<file path="src/hdl/assert_macros.svh">
// ---------------------------------------------------------------------------
// assertion macros shared by the gate datapath modules
// ---------------------------------------------------------------------------
`ifndef ASSERT_MACROS_SVH
`define ASSERT_MACROS_SVH

// property checked on every rising edge of clk, off while rst_n is low
`define NGH_ASSERT(label, prop, msg) \
  label: assert property (@(posedge clk) disable iff (!rst_n) (prop)) \
    else $error(msg);

// condition that must never be seen on a rising edge of clk out of reset
`define NGH_NEVER(label, cond, msg) \
  label: assert property (@(posedge clk) disable iff (!rst_n) !(cond)) \
    else $error(msg);

`endif

</file>
<file path="src/hdl/ngh_pkg.sv">
// ---------------------------------------------------------------------------
// ngh_pkg
// types, constants and helpers of the noise gate with hold and envelope
// ---------------------------------------------------------------------------
`default_nettype none

package ngh_pkg;

  // sample and coefficient formats
  localparam int SAMPLE_BITS    = 24;
  localparam int COEF_FRAC_BITS = 16;
  localparam int GAIN_BITS      = COEF_FRAC_BITS + 1;
  localparam int COEF_BITS      = COEF_FRAC_BITS;
  localparam int THR_BITS       = SAMPLE_BITS - 1;
  localparam int HOLD_BITS      = 20;

  localparam logic [GAIN_BITS-1:0] GAIN_ONE = GAIN_BITS'(1) << COEF_FRAC_BITS;

  // shared multiplier operand widths
  localparam int MUL_A_BITS = (SAMPLE_BITS > GAIN_BITS) ? SAMPLE_BITS : GAIN_BITS;
  localparam int MUL_BITS   = MUL_A_BITS + GAIN_BITS;

  // frame queue between front and back (depth is a power of two)
  localparam int QDEPTH    = 2;
  localparam int QPTR_BITS = $clog2(QDEPTH);
  localparam int QCNT_BITS = $clog2(QDEPTH + 1);

  // configuration port
  localparam int CFG_IDX_BITS  = 3;
  localparam int CFG_DATA_BITS = 32;

  localparam logic [CFG_IDX_BITS-1:0] CFG_GATE_ENABLE    = CFG_IDX_BITS'(0);
  localparam logic [CFG_IDX_BITS-1:0] CFG_OPEN_THRESHOLD = CFG_IDX_BITS'(1);
  localparam logic [CFG_IDX_BITS-1:0] CFG_RISE_COEF      = CFG_IDX_BITS'(2);
  localparam logic [CFG_IDX_BITS-1:0] CFG_FALL_COEF      = CFG_IDX_BITS'(3);
  localparam logic [CFG_IDX_BITS-1:0] CFG_HOLD_LENGTH    = CFG_IDX_BITS'(4);

  typedef struct packed {
    logic signed [SAMPLE_BITS-1:0] sample_left;
    logic signed [SAMPLE_BITS-1:0] sample_right;
  } in_item_t;

  typedef struct packed {
    logic signed [SAMPLE_BITS-1:0] gated_left;
    logic signed [SAMPLE_BITS-1:0] gated_right;
    logic [GAIN_BITS-1:0]          gain_now;
  } out_item_t;

  // register file contents seen by front and back
  typedef struct packed {
    logic                 gate_enable;
    logic [THR_BITS-1:0]  open_threshold;
    logic [COEF_BITS-1:0] rise_coef;
    logic [COEF_BITS-1:0] fall_coef;
    logic [HOLD_BITS-1:0] hold_length;
  } cfg_t;

  // classified frame handed from front to back
  typedef struct packed {
    logic     bypass;
    logic     gate_open;
    in_item_t smp;
  } q_entry_t;

  // magnitude of a two's complement sample, most negative maps to 2^(n-1)
  function automatic logic [SAMPLE_BITS-1:0] mag_of(input logic [SAMPLE_BITS-1:0] s);
    logic [SAMPLE_BITS-1:0] neg;
    neg = ~s + 1'b1;
    return s[SAMPLE_BITS-1] ? neg : s;
  endfunction

endpackage

`default_nettype wire

</file>
<file path="src/hdl/noise_gate_hold_envelope_unit.sv">
// ---------------------------------------------------------------------------
// noise_gate_hold_envelope_unit
// stereo noise gate with hold, attack and release envelope
// ---------------------------------------------------------------------------
// Frames enter on in_valid / in_stall as one in_item_t; a transfer happens
// on a rising edge with in_valid high and in_stall low. Results leave on
// out_valid / out_stall as one out_item_t, one result per frame, in order.
// Registers are written through cfg_valid / cfg_ready (always ready) with
// cfg_index selecting enable, threshold, attack, release and hold length.
// A front stage classifies each frame (peak, threshold, hold count) and
// pushes it into a two-entry queue; a back sequencer runs the envelope step
// and both sample scalings through one 24x17 multiplier.
// Gated frame: the back sequencer steps through S_IDLE, S_UPD, S_LEFT,
// S_RIGHT and S_FIN, and takes no new frame until that one is through.
// Bypassed frame (gate disabled): handled in S_IDLE alone, one frame per
// cycle while out_stall does not hold a result.
// Reset (rst_n low, synchronous) clears registers, envelope, hold count
// and the queue. When out_stall holds a result, the back waits, the queue
// fills and then in_stall rises.
// ---------------------------------------------------------------------------
`default_nettype none

module noise_gate_hold_envelope_unit
  import ngh_pkg::*;
(
  input  logic                     clk,
  input  logic                     rst_n,
  input  logic                     in_valid,
  input  in_item_t                 in_data,
  output logic                     in_stall,
  output logic                     out_valid,
  output out_item_t                out_data,
  input  logic                     out_stall,
  input  logic                     cfg_valid,
  output logic                     cfg_ready,
  input  logic [CFG_IDX_BITS-1:0]  cfg_index,
  input  logic [CFG_DATA_BITS-1:0] cfg_data
);

  cfg_t     cfg_r;
  logic     q_wr_en;
  q_entry_t q_wr_data;
  logic     q_full;
  logic     q_rd_en;
  q_entry_t q_rd_data;
  logic     q_empty;

  assign cfg_ready = 1'b1;

  // register file
  always_ff @(posedge clk) begin
    if (!rst_n) begin
      cfg_r <= '0;
    end else if (cfg_valid && cfg_ready) begin
      unique case (cfg_index)
        CFG_GATE_ENABLE:    cfg_r.gate_enable    <= cfg_data[0];
        CFG_OPEN_THRESHOLD: cfg_r.open_threshold <= cfg_data[THR_BITS-1:0];
        CFG_RISE_COEF:      cfg_r.rise_coef      <= cfg_data[COEF_BITS-1:0];
        CFG_FALL_COEF:      cfg_r.fall_coef      <= cfg_data[COEF_BITS-1:0];
        CFG_HOLD_LENGTH:    cfg_r.hold_length    <= cfg_data[HOLD_BITS-1:0];
        default: ;
      endcase
    end
  end

  // classify incoming frames
  ngh_front u_front (
    .clk       (clk),
    .rst_n     (rst_n),
    .cfg       (cfg_r),
    .in_valid  (in_valid),
    .in_data   (in_data),
    .in_stall  (in_stall),
    .q_wr_en   (q_wr_en),
    .q_wr_data (q_wr_data),
    .q_full    (q_full)
  );

  // frame queue
  ngh_fifo u_fifo (
    .clk     (clk),
    .rst_n   (rst_n),
    .wr_en   (q_wr_en),
    .wr_data (q_wr_data),
    .full    (q_full),
    .rd_en   (q_rd_en),
    .rd_data (q_rd_data),
    .empty   (q_empty)
  );

  // envelope and scaling
  ngh_back u_back (
    .clk       (clk),
    .rst_n     (rst_n),
    .cfg       (cfg_r),
    .q_rd_data (q_rd_data),
    .q_empty   (q_empty),
    .q_rd_en   (q_rd_en),
    .out_valid (out_valid),
    .out_data  (out_data),
    .out_stall (out_stall)
  );

endmodule

`default_nettype wire

</file>
<file path="src/hdl/ngh_fifo.sv">
// ---------------------------------------------------------------------------
// ngh_fifo
// short register queue of classified frames between front and back
// ---------------------------------------------------------------------------
`default_nettype none
`include "assert_macros.svh"

module ngh_fifo
  import ngh_pkg::*;
(
  input  logic     clk,
  input  logic     rst_n,
  input  logic     wr_en,
  input  q_entry_t wr_data,
  output logic     full,
  input  logic     rd_en,
  output q_entry_t rd_data,
  output logic     empty
);

  q_entry_t               store_r [QDEPTH];
  logic [QPTR_BITS-1:0]   wr_ptr_r;
  logic [QPTR_BITS-1:0]   rd_ptr_r;
  logic [QCNT_BITS-1:0]   count_r;

  assign full    = (count_r == QCNT_BITS'(QDEPTH));
  assign empty   = (count_r == '0);
  assign rd_data = store_r[rd_ptr_r];

  // entry storage
  always_ff @(posedge clk) begin
    if (wr_en) begin
      store_r[wr_ptr_r] <= wr_data;
    end
  end

  // pointers and fill count
  always_ff @(posedge clk) begin
    if (!rst_n) begin
      wr_ptr_r <= '0;
      rd_ptr_r <= '0;
      count_r  <= '0;
    end else begin
      if (wr_en) begin
        wr_ptr_r <= wr_ptr_r + 1'b1;
      end
      if (rd_en) begin
        rd_ptr_r <= rd_ptr_r + 1'b1;
      end
      if (wr_en && !rd_en) begin
        count_r <= count_r + 1'b1;
      end else if (!wr_en && rd_en) begin
        count_r <= count_r - 1'b1;
      end
    end
  end

  `NGH_NEVER(a_no_overflow, wr_en && full, "ngh_fifo: push into full queue")
  `NGH_NEVER(a_no_underflow, rd_en && empty, "ngh_fifo: pop from empty queue")

endmodule

`default_nettype wire

</file>
<file path="src/hdl/ngh_front.sv">
// ---------------------------------------------------------------------------
// ngh_front
// accepts frames, finds the peak and decides the gate target and hold
// ---------------------------------------------------------------------------
`default_nettype none
`include "assert_macros.svh"

module ngh_front
  import ngh_pkg::*;
(
  input  logic     clk,
  input  logic     rst_n,
  input  cfg_t     cfg,
  input  logic     in_valid,
  input  in_item_t in_data,
  output logic     in_stall,
  output logic     q_wr_en,
  output q_entry_t q_wr_data,
  input  logic     q_full
);

  logic [HOLD_BITS-1:0]   hold_r;
  logic [HOLD_BITS-1:0]   hold_nxt;
  logic [SAMPLE_BITS-1:0] mag_left;
  logic [SAMPLE_BITS-1:0] mag_right;
  logic [SAMPLE_BITS-1:0] peak;
  logic                   above;
  logic                   gate_open;

  // a frame transfer needs room in the queue
  assign in_stall = q_full;
  assign q_wr_en  = in_valid && !q_full;

  // peak magnitude against the threshold
  always_comb begin
    mag_left  = mag_of(in_data.sample_left);
    mag_right = mag_of(in_data.sample_right);
    peak      = (mag_left > mag_right) ? mag_left : mag_right;
    above     = (peak > SAMPLE_BITS'(cfg.open_threshold));
  end

  // gate target and hold countdown
  always_comb begin
    if (above) begin
      gate_open = 1'b1;
      hold_nxt  = cfg.hold_length;
    end else if (hold_r != '0) begin
      gate_open = 1'b1;
      hold_nxt  = hold_r - 1'b1;
    end else begin
      gate_open = 1'b0;
      hold_nxt  = hold_r;
    end
  end

  always_comb begin
    q_wr_data.bypass    = !cfg.gate_enable;
    q_wr_data.gate_open = gate_open;
    q_wr_data.smp       = in_data;
  end

  // hold counter only moves on a gated frame transfer
  always_ff @(posedge clk) begin
    if (!rst_n) begin
      hold_r <= '0;
    end else if (q_wr_en && cfg.gate_enable) begin
      hold_r <= hold_nxt;
    end
  end

  `NGH_ASSERT(a_hold_moves_on_transfer,
    $past(rst_n) && (hold_r != $past(hold_r)) |-> $past(q_wr_en && cfg.gate_enable),
    "ngh_front: hold counter changed without a gated transfer")

endmodule

`default_nettype wire

</file>
<file path="src/hdl/ngh_back.sv">
// ---------------------------------------------------------------------------
// ngh_back
// envelope step and sample scaling over one shared multiplier
// ---------------------------------------------------------------------------
`default_nettype none
`include "assert_macros.svh"

module ngh_back
  import ngh_pkg::*;
(
  input  logic      clk,
  input  logic      rst_n,
  input  cfg_t      cfg,
  input  q_entry_t  q_rd_data,
  input  logic      q_empty,
  output logic      q_rd_en,
  output logic      out_valid,
  output out_item_t out_data,
  input  logic      out_stall
);

  typedef enum logic [2:0] {
    S_IDLE,
    S_UPD,
    S_LEFT,
    S_RIGHT,
    S_FIN
  } state_t;

  state_t                 state_r;
  q_entry_t               cur_r;
  logic [GAIN_BITS-1:0]   gain_r;
  logic [MUL_BITS-1:0]    mul_p_r;
  logic signed [SAMPLE_BITS-1:0] left_r;
  out_item_t              out_r;
  logic                   out_valid_r;

  logic                   out_free;
  logic                   out_load;
  logic [GAIN_BITS-1:0]   env_d;
  logic [COEF_BITS-1:0]   env_coef;
  logic [MUL_A_BITS-1:0]  mul_a;
  logic [GAIN_BITS-1:0]   mul_b;
  logic [GAIN_BITS-1:0]   env_step;
  logic [SAMPLE_BITS-1:0] prod_mag;
  logic [SAMPLE_BITS-1:0] prod_neg;
  logic [SAMPLE_BITS-1:0] scaled_left;
  logic [SAMPLE_BITS-1:0] scaled_right;

  assign out_free  = !out_valid_r || !out_stall;
  assign q_rd_en   = (state_r == S_IDLE) && !q_empty && (!q_rd_data.bypass || out_free);
  assign out_valid = out_valid_r;
  assign out_data  = out_r;

  // a new result enters the output register this cycle
  assign out_load  = ((state_r == S_IDLE) && q_rd_en && q_rd_data.bypass) ||
                     ((state_r == S_FIN) && out_free);

  // envelope distance to the target and the coefficient for this step
  always_comb begin
    if (q_rd_data.gate_open) begin
      env_d    = GAIN_ONE - gain_r;
      env_coef = (gain_r != GAIN_ONE) ? cfg.rise_coef : cfg.fall_coef;
    end else begin
      env_d    = gain_r;
      env_coef = cfg.fall_coef;
    end
  end

  // shared multiplier operand select
  always_comb begin
    case (state_r)
      S_IDLE: begin
        mul_a = MUL_A_BITS'(env_d);
        mul_b = GAIN_BITS'(env_coef);
      end
      S_LEFT: begin
        mul_a = MUL_A_BITS'(mag_of(cur_r.smp.sample_left));
        mul_b = gain_r;
      end
      S_RIGHT: begin
        mul_a = MUL_A_BITS'(mag_of(cur_r.smp.sample_right));
        mul_b = gain_r;
      end
      default: begin
        mul_a = '0;
        mul_b = '0;
      end
    endcase
  end

  // truncated product back to a gain or a signed sample
  always_comb begin
    env_step     = mul_p_r[COEF_FRAC_BITS +: GAIN_BITS];
    prod_mag     = mul_p_r[COEF_FRAC_BITS +: SAMPLE_BITS];
    prod_neg     = ~prod_mag + 1'b1;
    scaled_left  = cur_r.smp.sample_left[SAMPLE_BITS-1]  ? prod_neg : prod_mag;
    scaled_right = cur_r.smp.sample_right[SAMPLE_BITS-1] ? prod_neg : prod_mag;
  end

  // product register
  always_ff @(posedge clk) begin
    if (state_r == S_IDLE || state_r == S_LEFT || state_r == S_RIGHT) begin
      mul_p_r <= mul_a * mul_b;
    end
  end

  // sequencer, envelope state and output register
  always_ff @(posedge clk) begin
    if (!rst_n) begin
      state_r     <= S_IDLE;
      gain_r      <= '0;
      out_valid_r <= 1'b0;
    end else begin
      if (out_load) begin
        out_valid_r <= 1'b1;
      end else if (!out_stall) begin
        out_valid_r <= 1'b0;
      end
      unique case (state_r)
        S_IDLE: begin
          if (q_rd_en) begin
            cur_r <= q_rd_data;
            if (q_rd_data.bypass) begin
              out_r.gated_left  <= q_rd_data.smp.sample_left;
              out_r.gated_right <= q_rd_data.smp.sample_right;
              out_r.gain_now    <= gain_r;
            end else begin
              state_r <= S_UPD;
            end
          end
        end
        S_UPD: begin
          gain_r  <= cur_r.gate_open ? (GAIN_ONE - env_step) : env_step;
          state_r <= S_LEFT;
        end
        S_LEFT: begin
          state_r <= S_RIGHT;
        end
        S_RIGHT: begin
          left_r  <= scaled_left;
          state_r <= S_FIN;
        end
        S_FIN: begin
          if (out_free) begin
            out_r.gated_left  <= left_r;
            out_r.gated_right <= scaled_right;
            out_r.gain_now    <= gain_r;
            state_r           <= S_IDLE;
          end
        end
        default: begin
          state_r <= S_IDLE;
        end
      endcase
    end
  end

  `NGH_ASSERT(a_gain_in_range, gain_r <= GAIN_ONE,
    "ngh_back: envelope above full gain")
  `NGH_ASSERT(a_gain_moves_in_upd,
    $past(rst_n) && (gain_r != $past(gain_r)) |-> $past(state_r == S_UPD),
    "ngh_back: envelope changed outside its update step")
  `NGH_ASSERT(a_no_overwrite,
    out_valid_r && out_stall |=> !$rose(state_r == S_IDLE) || $stable(out_r),
    "ngh_back: stalled result overwritten")

endmodule

`default_nettype wire
</file>
<file path="config.mk">
export PLATFORM = sky130hd
export DESIGN_NAME = noise_gate_hold_envelope_unit
export DESIGN_NICKNAME = d
export VERILOG_FILES = /design/src/hdl/ngh_pkg.sv /design/src/hdl/noise_gate_hold_envelope_unit.sv /design/src/hdl/ngh_fifo.sv /design/src/hdl/ngh_front.sv /design/src/hdl/ngh_back.sv
export VERILOG_INCLUDE_DIRS = /design/src /design/src/hdl
export SDC_FILE = /design/constraint.sdc
export NUM_CORES = 2
export LEC_CHECK = 0
export BUFFER_PORTS_ARGS = -buffer_cell sky130_fd_sc_hd__buf_2
export CAP_MARGIN = 20
export CORE_MARGIN = 2
export CORE_UTILIZATION = 50
export CTS_BUF_LIST = sky130_fd_sc_hd__clkbuf_4
export DETAILED_ROUTE_END_ITERATION = 6
export PLACE_DENSITY_LB_ADDON = 0.1
export SLEW_MARGIN = 25
export SYNTH_ARGS = -nofsm -noshare
export SYNTH_HDL_FRONTEND = slang
export SYNTH_SLANG_ARGS = --single-unit
</file>
<file path="constraint.sdc">
create_clock -name clk -period 11.6 [get_ports clk]
set_clock_uncertainty 0.15 [all_clocks]
set_input_delay 0.58 -clock clk [delete_from_list [all_inputs] [get_ports clk]]
set_output_delay 0.58 -clock clk [all_outputs]
set_load 0.05 [all_outputs]
</file>
==> key figures <==
Critical path
  – Slowest CP cell: nor4_1
  – WP data required: approximately 12,000 ps
  – Worst-path fanout max: 16
  – Crit-path most repeated cell: fa_1
  – CP arrival: approximately 10,000 ps
  – WS Path Type: reg2reg
  – Crit. End Element: register
  – Crit-path max cell delay: ~660 ps
  – Crit start category: register
  – Worst r2r path cells: 31

Placement
  – Post-DP HPWL: approximately 70 mm
  – Dpl cell area: 33,300 µm²
  – GPL Wtd Cong: approximately 0.95
  – DP Cell Count: between 4,000 and 5,000
  – IO buf count: around 150

Synth
  – Synth top area cells: edfxtp_1, fa_1, dfxtp_1, nand2_1, ha_1
  – Synth area leader: edfxtp_1
  – Synth top area share: around a quarter
  – Synth Area in Adders: between 20% and 30%
  – Xor/xnor share of the synthesized area: under 10%
  – Multiplexer share of the synthesized area: around 3.5%
  – Seq/Total Area, Yosys: around 33%
  – Gate Count Post-Synth: approximately 3,300
  – Main combinational cell family by area after synthesis: adder cells
  – Syn_nets: between 3,000 and 4,000
  – Commonest cells in the netlist: nand2_1, inv_1, fa_1, edfxtp_1, a21oi_1
  – Syn_area_per_cell: roughly 9.6 µm²
  – Count leader, synth: nand2_1
  – Synth Warn #: 0
  – Async S/R FF share, synth: 0%
  – #FFs+latches synth: 384
  – Top FF cell, synth: edfxtp_1
  – EDFF count, synth: between 200 and 300
  – Cell Area, Synth: between 30,000 and 40,000 µm²
  – Synth Area in Compound Gates: under 10%
  – Yosys cell types: a little under 80
  – Synth Area in Simple Gates: approximately 16%

Clocking
  – Clock sink count: 384
  – CTS Buffer Depth: 3
  – Clk slew on worst S/H paths: approximately 80 ps
  – CTS tree: done
  – Worst-skew pair later-pin latency: approximately 890 ps
  – Total CTS buffers: 97
  – Post-CTS Resized: 0
  – Setup Buffers After CTS: 0
  – H-tree depth: 3
  – Post-CTS Hold Fix Bufs: a little under 80
  – Clk root buf: clkbuf_4

Power
  – Leak: about 15 nW
  – Clk pwr share: 20.9%
  – Combinational share of power: 45.3%
  – Net Sw Power: 2.51 mW
  – Pint: ~3.3 mW
  – Sw Ratio: 43.3%
  – VDD IR max: 0.137 mV
  – Power per Cell Area: between 150 and 200 nW/µm²
  – Seq pwr share: between 30 and 40%

Die
  – I/O Pins: around 160
  – Die Ht: roughly 260 µm
  – Starting Density: 50.4%
  – Die Width: between 200 and 300 µm
  – Core box area: between 60,000 and 70,000 µm²
  – Die area: around 65,000 µm²
  – Row cnt: 92

Timing
  – Max Clk Rate: 101 MHz
  – Rel. slew slack: between 20 and 30%
  – Worst-Margin Slew: 1060 ps
  – Final period util: 85.5%
  – Hold Vio Cnt, Final: 0
  – Max-slew violation count: 0
  – Final setup TNS: 0 ps
  – Final setup viols: 0
  – Minimum clock period: approximately 9900 ps
  – RSZ-0062 raised after global routing: false

Routing
  – DR vias/cell: ~5.6
  – Drt pass-1 iters: 6
  – Final ANT Viol Nets: 0
  – Vias: 24,700
  – Routed wire length: about 93 mm
  – Avg WL per Cell: between 20 and 25 µm
  – Initial DRC count: ~2,100
  – # DRC: 0

Flow run
  – Max Cap Viol: 0

Min path
  – Hold Path Stages: 4
  – Hold WC Path Type: in2reg

GRT
  – Total grt overflow: 0
  – First-pass GRT wire length: around 140 mm
  – Antenna violations before repair: 9
  – Total track usage: 28.8%
  – Vias in the first global route: about 25,000
  – Largest net degree at the start of global routing: 93

Cells and area
  – Final #Nets: slightly above 4,000
  – Share of cells above drive strength 1: roughly 14%
  – Area delta synth->final: 12.1%
  – Final Instance Area: approximately 35,000 µm²
  – Fillers: about 5,600
  – Cell Count, Final, Fillers Out: roughly 4,400

Outcome
  – Status: complete, no violations
## cell type report
type	instances	area (µm²)	area share, %
Sequential cell	384	10300	29.1
Clock buffer	149	1120	3.16
Inverter	447	1680	4.74
Timing Repair Buffer	276	1900	5.37
Tap cell	846	1060	2.99
Multi-Input combinational cell	2298	19200	54.1
Antenna cell	6	15.0	0.0424
Clock inverter	25	195	0.551
## kinds of logic (layout without fill, tap and decap cells)
logic type | after synthesis | after routing
xor+xnor | 188 | 188
other cells | 1 | 7
simple gates | 1068 | 1068
compound gates | 447 | 447
fa+ha+maj | 491 | 491
buf+inv | 605 | 897
flops | 384 | 384
mux | 103 | 103
## power groups by stage
stage / logic (mW) / registers [mW] / clock network (mW)
3_5_place_dp: 2.56 / 1.98 / 0
4_1_cts: 2.59 / 1.95 / 1.23
5_1_grt: 2.81 / 1.98 / 1.31
6_report: 2.62 / 1.96 / 1.21
2_1_floorplan: 1.61 / 2.09 / 0
3_3_place_gp: 2.52 / 1.98 / 0
## worst max-delay path: cells and delay by family, from the launching register on
family	cells	cell delay (ps)
AO/OA/AOI/OAI	9	2630
multiplexers	1	240
adder cells (fa/ha/maj)	8	3700
flip-flops	1	420
buffers and inverters	6	640
AND/OR/NAND/NOR	6	1810
XOR/XNOR	1	90
## per-layer routing
metal | routed length, µm | global-route usage (%) | up-vias
met4 | 2530 | 8.89 | 4
met2 | 45400 | 48.5 | 960
li1 | - | - | 11200
met1 | 38600 | 38.3 | 12300
met5 | 27 | 0 | -
met3 | 6710 | 4.51 | 190
## registers in the layout, indices dropped and copies added, names as in the netlist, named ones only
| signal | count |
|---|---|
| u_back.left_r | 24 |
| u_back.out_valid | 1 |
| u_back.gain_r | 17 |
| u_fifo.rd_ptr_r | 1 |
| u_fifo.count_r | 2 |
| cfg_r | 76 |
| u_back.cur_r | 49 |
| u_back.mul_p_r | 24 |
| u_front.hold_r | 20 |
| u_back.state_r | 3 |
| u_fifo.wr_ptr_r | 1 |
| u_back.out_data | 65 |
| u_fifo.store_r | 100 |
## through the flow
| step | worst slack [ps] | total power [mW] | util, % | hold slack (ps) |
|---|---|---|---|---|
| 6_report | 1680 | 5.79 | 56.5 | 185 |
| 5_1_grt | 1370 | 6.10 | 56.5 | 142 |
| 4_1_cts | 1790 | 5.78 | 56.4 | 115 |
| 3_5_place_dp | 1810 | 4.54 | 53.1 | 299 |
| 3_3_place_gp | 1700 | 4.50 | 53.1 | 291 |
| 2_1_floorplan | 2920 | 3.70 | - | 256 |
## cell usage in the layout, fill, tap and decap left out, types with 77 or more instances in the layout
cell type	n
ha_1	165
dlygate4sd3_1	77
dfxtp_1	121
fa_1	326
nor2_1	153
clkbuf_4	149
inv_1	446
xor2_1	95
xnor2_1	93
buf_2	145
nand2_1	574
and2_1	106
edfxtp_1	262
a21oi_1	185
## final timing paths
path	start	end	slack [ps]
max	u_back.gain_r[2]	u_back.mul_p_r[39]	1680
min	in_valid	u_fifo.wr_ptr_r	190
max reg2reg	u_back.gain_r[2]	u_back.mul_p_r[39]	1680
min reg2reg	cfg_r[57]	cfg_r[57]	310
No activity file was read; power rests on OpenSTA's default activity.
